$ cat config.mk
export PLATFORM = sky130hd
export DESIGN_NAME = cpc_fifo
export DESIGN_NICKNAME = d
export VERILOG_FILES = /design/src/rtl/cpc_pkg.sv /design/src/rtl/cpc_fifo.sv
export SDC_FILE = /design/constraint.sdc
export NUM_CORES = 1
export LEC_CHECK = 0
export BUFFER_PORTS_ARGS = -buffer_cell sky130_fd_sc_hd__clkbuf_2
export CAP_MARGIN = 20
export CORE_ASPECT_RATIO = 0.9
export CORE_UTILIZATION = 35
export DETAILED_ROUTE_END_ITERATION = 7
export PLACE_DENSITY = 0.64
export RECOVER_POWER = 50
export SYNTH_ARGS = -nofsm -noshare
export SYNTH_HDL_FRONTEND = slang
export SYNTH_SLANG_ARGS = --single-unit
$ cat constraint.sdc
create_clock -name clk -period 18.5 [get_ports clk]
set_input_delay 2.775 -clock clk [delete_from_list [all_inputs] [get_ports clk]]
set_output_delay 2.775 -clock clk [all_outputs]
set_load 0.05 [all_outputs]
$ cat src/rtl/cpc_pkg.sv
`timescale 1ns / 1ps
package cpc_pkg;

	localparam int COORD_BITS = 16;
	localparam int DIFF_W     = COORD_BITS + 1;
	localparam int PROD_W     = 2 * DIFF_W;
	localparam int CROSS_W    = PROD_W + 1;
	localparam int LANES      = 3;
	localparam int IN_BYTES_W = ((2 * COORD_BITS + 7) / 8) * 8;
	localparam int OUT_W      = 8;

	typedef enum logic [1:0] {
		VERD_CONVEX = 2'd0,
		VERD_FEW    = 2'd1,
		VERD_FLAT   = 2'd2,
		VERD_SIGN   = 2'd3
	} verdict_t;

	// edge deltas of one vertex triple (a, b, c)
	typedef struct packed {
		logic signed [DIFF_W-1:0] dxab;
		logic signed [DIFF_W-1:0] dyac;
		logic signed [DIFF_W-1:0] dyab;
		logic signed [DIFF_W-1:0] dxac;
	} triple_t;

	// lane 0: triple closed by this vertex, lanes 1 and 2: wrap-around triples
	typedef struct packed {
		triple_t [LANES-1:0] tr;
		logic [LANES-1:0]    tvld;
		logic                first_turn;
		logic                last;
		logic                too_few;
	} job_t;

	function automatic logic signed [DIFF_W-1:0] delta(
		input logic signed [COORD_BITS-1:0] from_c,
		input logic signed [COORD_BITS-1:0] to_c
	);
		logic signed [DIFF_W-1:0] ext_from;
		logic signed [DIFF_W-1:0] ext_to;
		ext_from = DIFF_W'(from_c);
		ext_to   = DIFF_W'(to_c);
		return ext_to - ext_from;
	endfunction

	function automatic triple_t make_triple(
		input logic signed [COORD_BITS-1:0] ax,
		input logic signed [COORD_BITS-1:0] ay,
		input logic signed [COORD_BITS-1:0] bx,
		input logic signed [COORD_BITS-1:0] by,
		input logic signed [COORD_BITS-1:0] cx,
		input logic signed [COORD_BITS-1:0] cy
	);
		triple_t t;
		t.dxab = delta(ax, bx);
		t.dyac = delta(ay, cy);
		t.dyab = delta(ay, by);
		t.dxac = delta(ax, cx);
		return t;
	endfunction

endpackage

$ cat src/rtl/cpc_fifo.sv
`timescale 1ns / 1ps
module cpc_fifo (
	input  logic          clk,
	input  logic          arst_n,
	input  logic          push,
	input  cpc_pkg::job_t push_job,
	input  logic          pop,
	output cpc_pkg::job_t pop_job,
	output logic          not_empty,
	output logic          full
);

	cpc_pkg::job_t slot_q [2];
	logic          wr_ptr_q;
	logic          rd_ptr_q;
	logic [1:0]    fill_q;

	assign not_empty = fill_q != 2'd0;
	assign full      = fill_q == 2'd2;
	assign pop_job   = slot_q[rd_ptr_q];

	always_ff @(posedge clk or negedge arst_n) begin
		if (!arst_n) begin
			wr_ptr_q <= 1'b0;
			rd_ptr_q <= 1'b0;
			fill_q   <= 2'd0;
		end else begin
			if (push) begin
				wr_ptr_q <= !wr_ptr_q;
			end
			if (pop) begin
				rd_ptr_q <= !rd_ptr_q;
			end
			if (push && !pop) begin
				fill_q <= fill_q + 2'd1;
			end else if (pop && !push) begin
				fill_q <= fill_q - 2'd1;
			end
		end
	end

	always_ff @(posedge clk) begin
		if (push) begin
			slot_q[wr_ptr_q] <= push_job;
		end
	end

endmodule

==> reports/results.md <==
### Clock tree
- clock buffers created by TritonCTS: 46
- post-CTS resize count: 0
- clock transition at the registers of the reported paths: 60 ps
- CTS root buf: sky130_fd_sc_hd__clkbuf_16
- clock tree from TritonCTS: yes
- CTS H-Tree Depth: 2
- hold bufs inserted after CTS: 0
- Clock Path Buffers: 3
- clock latency on the worst-skew pair: 560 ps
- CTS sink cnt: 424
- post-CTS repair timing setup buffer count: 0

### Setup path
- start-to-end type of the worst setup path: in2reg
- Worst R2R Start: wr_ptr_q
- Worst Setup End Kind: flop
- worst flop-to-flop path endpoint: slot_q[0][129]
- Crit Path Max Fanout: 67
- Worst Reg2Reg Path Length in Cells: 3
- type of origin of the critical path: input port
- required time of the critical path: 18670 ps
- internal reg-to-reg setup slack: 13030 ps
- crit path DAT: 7680 ps

### Placed design
- count of buffers from port buffering: 425
- Placer Congestion: 0.789
- Post-DP Area: 18100 um^2
- DP Wirelength: 22200 um

### STA
- headroom to the max-slew limit: -137%
- final hold vios: 0
- unrepaired setup endpoints after global routing: no
- Final Max Tran Viols: 149
- Period minus WS final: 7510 ps
- highest attainable clock frequency: 0.133 GHz
- final-report setup violation count: 0
- final clock period utilization by the worst path: 40.6%
- Worst-Margin Slew: 3560 ps
- worst hold slack: 485 ps
- accumulated negative setup slack: 0 ps
- final worst clock skew: 12.8 ps

### Floorplanning
- Boundary Pins: 426
- Die Y: 201 um
- Core Footprint: 43200 um^2
- die extent in x: 223 um
- Die Outline Area: 44900 um^2
- Rows: 72
- initial cell density of the core: 35.6%

### Global routing
- grt met3 use: 5.06%
- initial antenna violation count: 4
- met2 demand-to-capacity share in global routing: 23.6%
- aggregate global-route resource usage: 14.3%
- residual overflow from global routing: 0
- GR Layer Usage met1: 17.1%
- maximum number of pins on one net before global-route repair: 74
- busiest metal layer after global routing: met2
- global-route wire length before repair: 48500 um
- vias in the first global route: 8325

### Outcome
- outcome: complete, but fails checks
- violated checks: capacitance limit, slew limit

### Finish
- commonest cells after routing, fill and taps aside: sky130_fd_sc_hd__edfxtp_1, sky130_fd_sc_hd__clkbuf_2, sky130_fd_sc_hd__mux2_2, sky130_fd_sc_hd__clkbuf_1, sky130_fd_sc_hd__clkbuf_16
- growth of design area from synthesis to finish: 25.0%
- Final #Nets: 1343
- fraction of final layout cells with drive strength greater than 1: 46.9%
- final std cell area, no fill: 19300 um^2
- most common cell after layout, fill and taps aside: sky130_fd_sc_hd__edfxtp_1

### Detailed routing
- via count normalized by instance count: 4.56
- routed length per instance: 19.2 um
- initial drt markers: 410
- vias: 7831
- post-route antenna net violation count: 0
- detailed-route DRC error count: 0
- number of detailed-routing iterations run before antenna repair: 7
- total wire length: 32900 um

### Yosys
- Synth Cell Area: 15400 um^2
- count of distinct cell types in the synthesized netlist: 13
- Post-Synthesis Net Count: 884
- register bit total from synthesis: 424
- synthesized instance count: 669
- sequential fraction of the synthesis area: 82.5%
- warning count from the yosys run: 0
- average footprint of a synthesized cell: 23.0 um^2

### Pwr
- leakage power total: 6.86 nW
- total power draw: 3.59 mW
- power density relative to cell area: 186 nW/um^2
- IR drop worst, VDD: 0.131 mV

### Min path
- path class of the lowest-slack min-delay path: reg2reg
- hold path start: fill_q[1]
- hold path cells: 1
- Hold Path Sink: fill_q[1]

### Run
- max-cap violations: 3

## flip-flops by register name, summed over array words and instances, names as in the netlist
register / flops
fill_q: 2
rd_ptr_q: 1
wr_ptr_q: 1
slot_q: 420
## cell type report
| cell class | instances | area [um^2] |
|---|---|---|
| clock buffers | 59 | 1260 |
| fillers | 3827 | 24000 |
| repair buffers | 434 | 1990 |
| inverters | 1 | 3.75 |
| multi-input cells | 221 | 2450 |
| clock inverters | 23 | 145 |
| well taps | 555 | 694 |
| flip-flops and latches | 424 | 12700 |
| diodes | 2 | 5.00 |
## Yosys cell counts, drive strengths merged
cell type	count	area share, %
edfxtp	420	82
mux2	210	15
buf	23	1.6
dfrtp	4	0.65
xor2	4	0.23
nor2b	2	0.081
and2	1	0.041
ha	1	0.081
inv	1	0.024
nor2	1	0.024
or2	1	0.041
xnor2	1	0.057
## where the power goes
part / leakage [nW] / switching, mW / internal (mW)
registers: 3.99 / 0.0541 / 1.28
clock network: 0.679 / 0.354 / 0.495
logic: 2.19 / 1.05 / 0.353
total: 6.86 / 1.45 / 2.13
## routing by layer
metal	wire length [um]	part of all wire [%]
met5	11	0.033
met4	818	2.5
met3	2940	8.9
met2	16100	49
met1	13100	40
## critical path, stage by stage
cell and delay (ps):
sky130_fd_sc_hd__clkbuf_1 180, sky130_fd_sc_hd__nor2b_1 1030, sky130_fd_sc_hd__clkbuf_1 2550, sky130_fd_sc_hd__buf_4 1040
## cell families (layout without fill, tap and decap cells)
kind of cell / Yosys count / count (layout) / synth area share, %
buf+inv: 24 / 517 / 1.62
flops: 424 / 424 / 82.5
xor+xnor: 5 / 5 / 0.284
mux: 210 / 210 / 15.3
simple gates: 5 / 5 / 0.187
other cells: 0 / 2 / 0
fa+ha+maj: 1 / 1 / 0.0812
## metrics by stage
step	utilization, %	std cells	setup WS, ps
after floorplan	-	669	5870
after global placement	41.8	1635	12940
final	44.5	1719	10990
after CTS	45.0	1717	12220
after global routing	44.5	1717	10330
after detailed placement	41.8	1635	12840
## worst max-delay path by stage
| stage | startpoint | endpoint | slack, ps |
|---|---|---|---|
| floorplan | push | slot_q[0][0] | 5870 |
| global placement | push | slot_q[1][188] | 12940 |
| detailed placement | rd_ptr_q | pop_job[72] | 12840 |
| CTS | rd_ptr_q | pop_job[72] | 12220 |
| global route | push | slot_q[0][183] | 10330 |
| finish | push | slot_q[0][129] | 10990 |
(Power assumes the default switching activity.)
