**config.mk**
```make
export PLATFORM = sky130hd
export DESIGN_NAME = cpc_front
export DESIGN_NICKNAME = d
export VERILOG_FILES = /design/src/rtl/cpc_pkg.sv /design/src/rtl/cpc_front.sv
export SDC_FILE = /design/constraint.sdc
export NUM_CORES = 1
export LEC_CHECK = 0
export BUFFER_PORTS_ARGS = -buffer_cell sky130_fd_sc_hd__buf_2
export CORE_ASPECT_RATIO = 0.8
export CORE_MARGIN = 2
export CORE_UTILIZATION = 40
export DETAILED_ROUTE_END_ITERATION = 10
export SLEW_MARGIN = 20
export SYNTH_ARGS = -nofsm -noshare
export SYNTH_HDL_FRONTEND = slang
export SYNTH_SLANG_ARGS = --single-unit
```
**constraint.sdc**
```tcl
create_clock -name clk -period 3.6 [get_ports clk]
set_input_delay 0.36 -clock clk [delete_from_list [all_inputs] [get_ports clk]]
set_output_delay 0.36 -clock clk [all_outputs]
set_load 0.01 [all_outputs]
```
**src/rtl/cpc_pkg.sv**
```systemverilog
`timescale 1ns / 1ps
package cpc_pkg;

	localparam int COORD_BITS = 16;
	localparam int DIFF_W     = COORD_BITS + 1;
	localparam int PROD_W     = 2 * DIFF_W;
	localparam int CROSS_W    = PROD_W + 1;
	localparam int LANES      = 3;
	localparam int IN_BYTES_W = ((2 * COORD_BITS + 7) / 8) * 8;
	localparam int OUT_W      = 8;

	typedef enum logic [1:0] {
		VERD_CONVEX = 2'd0,
		VERD_FEW    = 2'd1,
		VERD_FLAT   = 2'd2,
		VERD_SIGN   = 2'd3
	} verdict_t;

	// edge deltas of one vertex triple (a, b, c)
	typedef struct packed {
		logic signed [DIFF_W-1:0] dxab;
		logic signed [DIFF_W-1:0] dyac;
		logic signed [DIFF_W-1:0] dyab;
		logic signed [DIFF_W-1:0] dxac;
	} triple_t;

	// lane 0: triple closed by this vertex, lanes 1 and 2: wrap-around triples
	typedef struct packed {
		triple_t [LANES-1:0] tr;
		logic [LANES-1:0]    tvld;
		logic                first_turn;
		logic                last;
		logic                too_few;
	} job_t;

	function automatic logic signed [DIFF_W-1:0] delta(
		input logic signed [COORD_BITS-1:0] from_c,
		input logic signed [COORD_BITS-1:0] to_c
	);
		logic signed [DIFF_W-1:0] ext_from;
		logic signed [DIFF_W-1:0] ext_to;
		ext_from = DIFF_W'(from_c);
		ext_to   = DIFF_W'(to_c);
		return ext_to - ext_from;
	endfunction

	function automatic triple_t make_triple(
		input logic signed [COORD_BITS-1:0] ax,
		input logic signed [COORD_BITS-1:0] ay,
		input logic signed [COORD_BITS-1:0] bx,
		input logic signed [COORD_BITS-1:0] by,
		input logic signed [COORD_BITS-1:0] cx,
		input logic signed [COORD_BITS-1:0] cy
	);
		triple_t t;
		t.dxab = delta(ax, bx);
		t.dyac = delta(ay, cy);
		t.dyab = delta(ay, by);
		t.dxac = delta(ax, cx);
		return t;
	endfunction

endpackage

```
**src/rtl/cpc_front.sv**
```systemverilog
`timescale 1ns / 1ps
module cpc_front (
	input  logic                                 clk,
	input  logic                                 arst_n,
	input  logic                                 s_tvalid,
	output logic                                 s_tready,
	input  logic signed [cpc_pkg::COORD_BITS-1:0] x,
	input  logic signed [cpc_pkg::COORD_BITS-1:0] y,
	input  logic                                 last_vertex,
	input  logic                                 q_full,
	output logic                                 q_push,
	output cpc_pkg::job_t                        q_job
);

	logic signed [cpc_pkg::COORD_BITS-1:0] first_x_q, first_y_q;
	logic signed [cpc_pkg::COORD_BITS-1:0] second_x_q, second_y_q;
	logic signed [cpc_pkg::COORD_BITS-1:0] older_x_q, older_y_q;
	logic signed [cpc_pkg::COORD_BITS-1:0] newer_x_q, newer_y_q;
	logic [1:0]                            count_q;
	logic                                  closes;

	assign s_tready = !q_full;
	assign q_push   = s_tvalid && s_tready;
	assign closes   = count_q >= 2'd2;

	always_comb begin
		q_job.tr[0]      = cpc_pkg::make_triple(older_x_q, older_y_q, newer_x_q, newer_y_q, x, y);
		q_job.tr[1]      = cpc_pkg::make_triple(newer_x_q, newer_y_q, x, y, first_x_q, first_y_q);
		q_job.tr[2]      = cpc_pkg::make_triple(x, y, first_x_q, first_y_q, second_x_q, second_y_q);
		q_job.tvld[0]    = closes;
		q_job.tvld[1]    = closes && last_vertex;
		q_job.tvld[2]    = closes && last_vertex;
		q_job.first_turn = count_q == 2'd2;
		q_job.last       = last_vertex;
		q_job.too_few    = last_vertex && !closes;
	end

	always_ff @(posedge clk or negedge arst_n) begin
		if (!arst_n) begin
			count_q <= 2'd0;
		end else if (q_push) begin
			if (last_vertex) begin
				count_q <= 2'd0;
			end else if (count_q != 2'd3) begin
				count_q <= count_q + 2'd1;
			end
		end
	end

	always_ff @(posedge clk) begin
		if (q_push) begin
			if (count_q == 2'd0) begin
				first_x_q <= x;
				first_y_q <= y;
			end
			if (count_q == 2'd1) begin
				second_x_q <= x;
				second_y_q <= y;
			end
			older_x_q <= newer_x_q;
			older_y_q <= newer_y_q;
			newer_x_q <= x;
			newer_y_q <= y;
		end
	end

endmodule

```
==> impl_results.html <==
<table>
<tr><th>Metric</th><th>Value</th></tr>
<tr><th colspan="2">Run status</th></tr>
<tr><td>Status</td><td>complete, no violations</td></tr>
<tr><th colspan="2">Critical path</th></tr>
<tr><td>Most prevalent standard cell on the critical path</td><td>sky130_fd_sc_hd__o21a_1</td></tr>
<tr><td>WP data arrival</td><td>between 3000 and 4000 ps</td></tr>
<tr><td>Startpoint class of the critical path</td><td>register</td></tr>
<tr><td>WP data required</td><td>3240 ps</td></tr>
<tr><td>CP Depth</td><td>11</td></tr>
<tr><td>Number of buffer and inverter instances along the worst setup path</td><td>2</td></tr>
<tr><td>Critical path peak fanout</td><td>4</td></tr>
<tr><td>Cells traversed along the worst timing path</td><td>inv_2 -&gt; ha_4 -&gt; nor2b_4 -&gt; o21a_1 -&gt; o21a_1 -&gt; o21a_1 -&gt; o41a_1 -&gt; a221o_1 -&gt; o41ai_2 -&gt; xnor2_1 -&gt; buf_2</td></tr>
<tr><td>Depth of the worst register-to-register path</td><td>4</td></tr>
<tr><td>Launch point of the worst reg-to-reg path</td><td>count_q[1]</td></tr>
<tr><td>Crit path largest cell delay</td><td>410 ps</td></tr>
<tr><td>Worst setup path category</td><td>register to output pin</td></tr>
<tr><td>Critical path capture point type</td><td>output pin</td></tr>
<tr><td>Worst reg2reg endpoint</td><td>second_y_q[4]</td></tr>
<tr><td>Crit-path slowest cell</td><td>sky130_fd_sc_hd__edfxtp_1</td></tr>
<tr><td>Crit-path leading delay family</td><td>compound AO/OA/AOI/OAI gates</td></tr>
<tr><td>Reg-to-reg slack, setup</td><td>2020 ps</td></tr>
<tr><td>Critical Path Sink</td><td>q_job[140]</td></tr>
<tr><td>Worst setup path startpoint</td><td>newer_x_q[1]</td></tr>
<tr><th colspan="2">STA</th></tr>
<tr><td>RSZ-0062 raised after global routing</td><td>true</td></tr>
<tr><td>Headroom to the max-slew limit</td><td>approximately 64%</td></tr>
<tr><td>Final hold viol count</td><td>0</td></tr>
<tr><td>Fmax</td><td>about 0.28 GHz</td></tr>
<tr><td>Pin slew with the least headroom to its limit</td><td>531 ps</td></tr>
<tr><td>Post-route clock period utilization</td><td>between 90 and 100%</td></tr>
<tr><td>Final setup violating endpoints</td><td>0</td></tr>
<tr><td>Worst Hold Margin</td><td>a little under 200 ps</td></tr>
<tr><td>Final Critical Period</td><td>about 3600 ps</td></tr>
<tr><td>Final Max Tran Viols</td><td>0</td></tr>
<tr><td>Clock skew</td><td>around 9.5 ps</td></tr>
<tr><th colspan="2">Floorplanning</th></tr>
<tr><td>Width of the chip</td><td>203 microns</td></tr>
<tr><td>Total die area</td><td>33000 sq um</td></tr>
<tr><td>Cell row count</td><td>58</td></tr>
<tr><td>Initial Util</td><td>40.4%</td></tr>
<tr><td>Vertical die dimension</td><td>163 microns</td></tr>
<tr><td>Standard cell core area</td><td>31300 sq um</td></tr>
<tr><td>Count of pins on the block boundary</td><td>between 200 and 250</td></tr>
<tr><th colspan="2">Synth</th></tr>
<tr><td>Share of the synthesized netlist area taken by xor and xnor gates</td><td>about 10%</td></tr>
<tr><td>Post-synth design cell area</td><td>12600 sq um</td></tr>
<tr><td>Area fraction in and, or, nand and nor cells after synthesis</td><td>11.8%</td></tr>
<tr><td>Synth Flop Type</td><td>sky130_fd_sc_hd__edfxtp_1</td></tr>
<tr><td>Synthesized area divided by synthesized cell count</td><td>9.24 sq um</td></tr>
<tr><td>Synthesized netlist cell count</td><td>1366</td></tr>
<tr><td>Sequential-to-total area share from yosys stat</td><td>30.8%</td></tr>
<tr><td>Share of synthesized area spent on multiplexers</td><td>0.0892%</td></tr>
<tr><td>Flop and latch count out of synthesis</td><td>130</td></tr>
<tr><td>Count of flip-flops with a built-in enable after synthesis</td><td>128</td></tr>
<tr><td>Synth unique cells</td><td>62</td></tr>
<tr><td>Syn Nets</td><td>1611</td></tr>
<tr><td>Area share of fa/ha/maj cells after synthesis</td><td>21.3%</td></tr>
<tr><td>Dominant combinational cell family by area after synthesis</td><td>adder cells</td></tr>
<tr><td>Async set-or-reset flop fraction in the synthesized netlist</td><td>1.54%</td></tr>
<tr><td>Total of warnings raised by yosys</td><td>0</td></tr>
<tr><td>Post-synthesis compound-gate area fraction</td><td>20.6%</td></tr>
<tr><th colspan="2">Global route</th></tr>
<tr><td>Grt ovf</td><td>0</td></tr>
<tr><td>Wire length of the first global-routing pass</td><td>52200 microns</td></tr>
<tr><td>Initial antenna violation count</td><td>1</td></tr>
<tr><td>Overall fraction of global-route tracks in use</td><td>between 20% and 30%</td></tr>
<tr><td>Pin count of the biggest net entering global routing</td><td>37</td></tr>
<tr><td>Vias in the first global route</td><td>approximately 11000</td></tr>
<tr><th colspan="2">Finish</th></tr>
<tr><td>Commonest cells after routing, fill and taps aside</td><td>sky130_fd_sc_hd__buf_2 (248), sky130_fd_sc_hd__ha_1 (189), sky130_fd_sc_hd__inv_1 (165)</td></tr>
<tr><td>Area delta synth-&gt;final</td><td>22.2%</td></tr>
<tr><td>Count of nets after finishing</td><td>~1900</td></tr>
<tr><td>Fraction of the core area covered by cells at the end of the flow</td><td>49.3%</td></tr>
<tr><td>Most common library cell in the layout ignoring fill and taps</td><td>sky130_fd_sc_hd__buf_2</td></tr>
<tr><td>Share of layout cells above drive strength 1</td><td>21.7%</td></tr>
<tr><td>Number of non-filler instances in the completed layout</td><td>2092</td></tr>
<tr><th colspan="2">Pwr</th></tr>
<tr><td>Standby leakage power</td><td>7.21 nW</td></tr>
<tr><td>Peak ir drop on the vdd network</td><td>0.000318 V</td></tr>
<tr><td>Power density of the placed cells</td><td>408 nW/um^2</td></tr>
<tr><th colspan="2">Placed design</th></tr>
<tr><td>Number of cells in the design after placement</td><td>roughly 2000</td></tr>
<tr><td>Number of buffers inserted by port buffering</td><td>~250</td></tr>
<tr><td>Half-perimeter wire length after placement</td><td>28000 microns</td></tr>
<tr><td>Final GP Congestion</td><td>0.920</td></tr>
<tr><th colspan="2">Routing</th></tr>
<tr><td>Total via count after detailed routing</td><td>around 11000</td></tr>
<tr><td>Number of routed nets with antenna violations</td><td>0</td></tr>
<tr><td>Per-cell via count in the routed design</td><td>5.24</td></tr>
<tr><td>Number of DRC violations after detailed-routing iteration 0</td><td>565</td></tr>
<tr><td>DR pass1 iterations</td><td>5</td></tr>
<tr><td>DRC violations left</td><td>0</td></tr>
<tr><td>Per-cell routed wire length</td><td>about 16 microns</td></tr>
<tr><td>Total wire length</td><td>around 34000 microns</td></tr>
<tr><th colspan="2">Clock network</th></tr>
<tr><td>TritonCTS clock tree</td><td>built</td></tr>
<tr><td>CTS H-tree depth</td><td>4</td></tr>
<tr><td>Number of buffers inserted during clock tree synthesis</td><td>17</td></tr>
<tr><td>Clock sink total</td><td>130</td></tr>
<tr><td>Clock insertion delay at the later pin of the skew report</td><td>around 430 ps</td></tr>
<tr><td>Clock root buffer</td><td>sky130_fd_sc_hd__clkbuf_16</td></tr>
<tr><td>CTS max path bufs</td><td>2</td></tr>
<tr><td>Clock transition at the register clock pins on the worst setup and hold paths after CTS</td><td>70 ps</td></tr>
<tr><th colspan="2">Worst hold path</th></tr>
<tr><td>Class of the tightest hold or removal check</td><td>input pin to register</td></tr>
<tr><th colspan="2">Job</th></tr>
<tr><td>Max-capacitance violation count</td><td>0</td></tr>
</table>
## worst reg2reg max path, cell delays in order (launching register included)
cell                      delay, ps
sky130_fd_sc_hd__dfrtp_1        440
sky130_fd_sc_hd__inv_1          110
sky130_fd_sc_hd__ha_1           130
sky130_fd_sc_hd__and2_1         110
sky130_fd_sc_hd__buf_4          410
## through the flow
| step | setup TNS, ps | cell area, sq um | setup slack, ps | total power [mW] |
|---|---|---|---|---|
| 6_report | 0 | 15400 | 20.1 | 6.29 |
| 3_3_place_gp | 0 | 14500 | 333 | 4.34 |
| 4_1_cts | -28.5 | 15200 | -25.0 | 6.28 |
| 5_1_grt | -160 | 15400 | -105 | 6.64 |
| 2_1_floorplan | 0 | 12600 | 21.1 | 3.47 |
| 3_5_place_dp | 0 | 14500 | 253 | 4.38 |
## cells in the mapped netlist, types with 6 or more instances
cell type	number	share of area (%)
sky130_fd_sc_hd__o21bai_1	11	0.65
sky130_fd_sc_hd__xnor2_1	108	7.5
sky130_fd_sc_hd__or3_1	8	0.40
sky130_fd_sc_hd__o21ai_0	53	2.1
sky130_fd_sc_hd__o22ai_1	9	0.45
sky130_fd_sc_hd__edfxtp_1	128	30
sky130_fd_sc_hd__xor2_1	37	2.6
sky130_fd_sc_hd__a31oi_1	10	0.50
sky130_fd_sc_hd__and3_1	6	0.30
sky130_fd_sc_hd__a211oi_1	6	0.36
sky130_fd_sc_hd__or2_2	8	0.40
sky130_fd_sc_hd__nor2_1	96	2.9
sky130_fd_sc_hd__nand3_1	15	0.59
sky130_fd_sc_hd__o41ai_1	6	0.42
sky130_fd_sc_hd__a21boi_1	7	0.42
sky130_fd_sc_hd__fa_1	12	1.9
sky130_fd_sc_hd__o21a_1	33	2.0
sky130_fd_sc_hd__a21o_1	55	3.3
sky130_fd_sc_hd__nand4_1	10	0.50
sky130_fd_sc_hd__o21ai_1	36	1.4
sky130_fd_sc_hd__nor2b_1	49	2.4
sky130_fd_sc_hd__nand2b_1	21	1.0
sky130_fd_sc_hd__nand2_1	50	1.5
sky130_fd_sc_hd__inv_1	169	5.0
sky130_fd_sc_hd__ha_1	196	19
sky130_fd_sc_hd__nor3_1	24	0.95
sky130_fd_sc_hd__a21oi_1	123	4.9
sky130_fd_sc_hd__o31a_1	8	0.56
## report_power, final
group	total, mW	switching (mW)	internal [mW]
logic	2.60	1.49	1.10
registers	1.82	0.0556	1.77
clock network	1.87	0.715	1.15
total	6.29	2.26	4.02
## worst min path at each step
stage	slack [ps]	cells after the start	startpoint	end
2_1_floorplan	60	0	arst_n	count_q[0]
3_5_place_dp	150	1	arst_n	count_q[1]
3_3_place_gp	140	1	arst_n	count_q[1]
5_1_grt	190	1	y[10]	second_y_q[10]
6_report	200	1	y[10]	second_y_q[10]
4_1_cts	190	1	y[10]	second_y_q[10]
## sequential cells by signal, summed over array words and instances, names as in the netlist
| name | cells |
|---|---|
| second_y_q | 16 |
| older_x_q | 16 |
| newer_y_q | 16 |
| first_y_q | 16 |
| older_y_q | 16 |
| first_x_q | 16 |
| newer_x_q | 16 |
| second_x_q | 16 |
| count_q | 2 |
## kinds of logic (layout without fill, tap and decap cells)
family / after synthesis / in the layout
simple gates: 302 / 302
buf+inv: 175 / 480
fa+ha+maj: 208 / 208
flops: 130 / 130
compound gates: 405 / 405
mux: 1 / 1
other cells: 0 / 1
xor+xnor: 145 / 145
## layout make-up
type | instances | area, sq um
Inverter | 169 | 634
Fill cell | 2967 | 15900
Tap cell | 420 | 526
Clock inverter | 14 | 189
Multi-Input combinational cell | 1061 | 8270
Timing Repair Buffer | 280 | 1480
Clock buffer | 17 | 425
Sequential cell | 130 | 3890
Antenna cell | 1 | 2.50
## layer usage
metal / share of wire, % / up-vias / track usage (%)
met2: 47 / 281 / 34.7
met3: 4.7 / 53 / 3.38
li1: - / 5523 / -
met4: 2.6 / 0 / 6.77
met5: 0 / - / 0
met1: 46 / 5097 / 25.8
## timing repair
action	CTS	global route
pin swaps	8	17
gates resized for setup	13	30
hold buffers	1	0
setup buffers	5	13
setup endpoints to repair	6	21
hold endpoints to repair	2	0
Power figures use the tool's default switching activity.
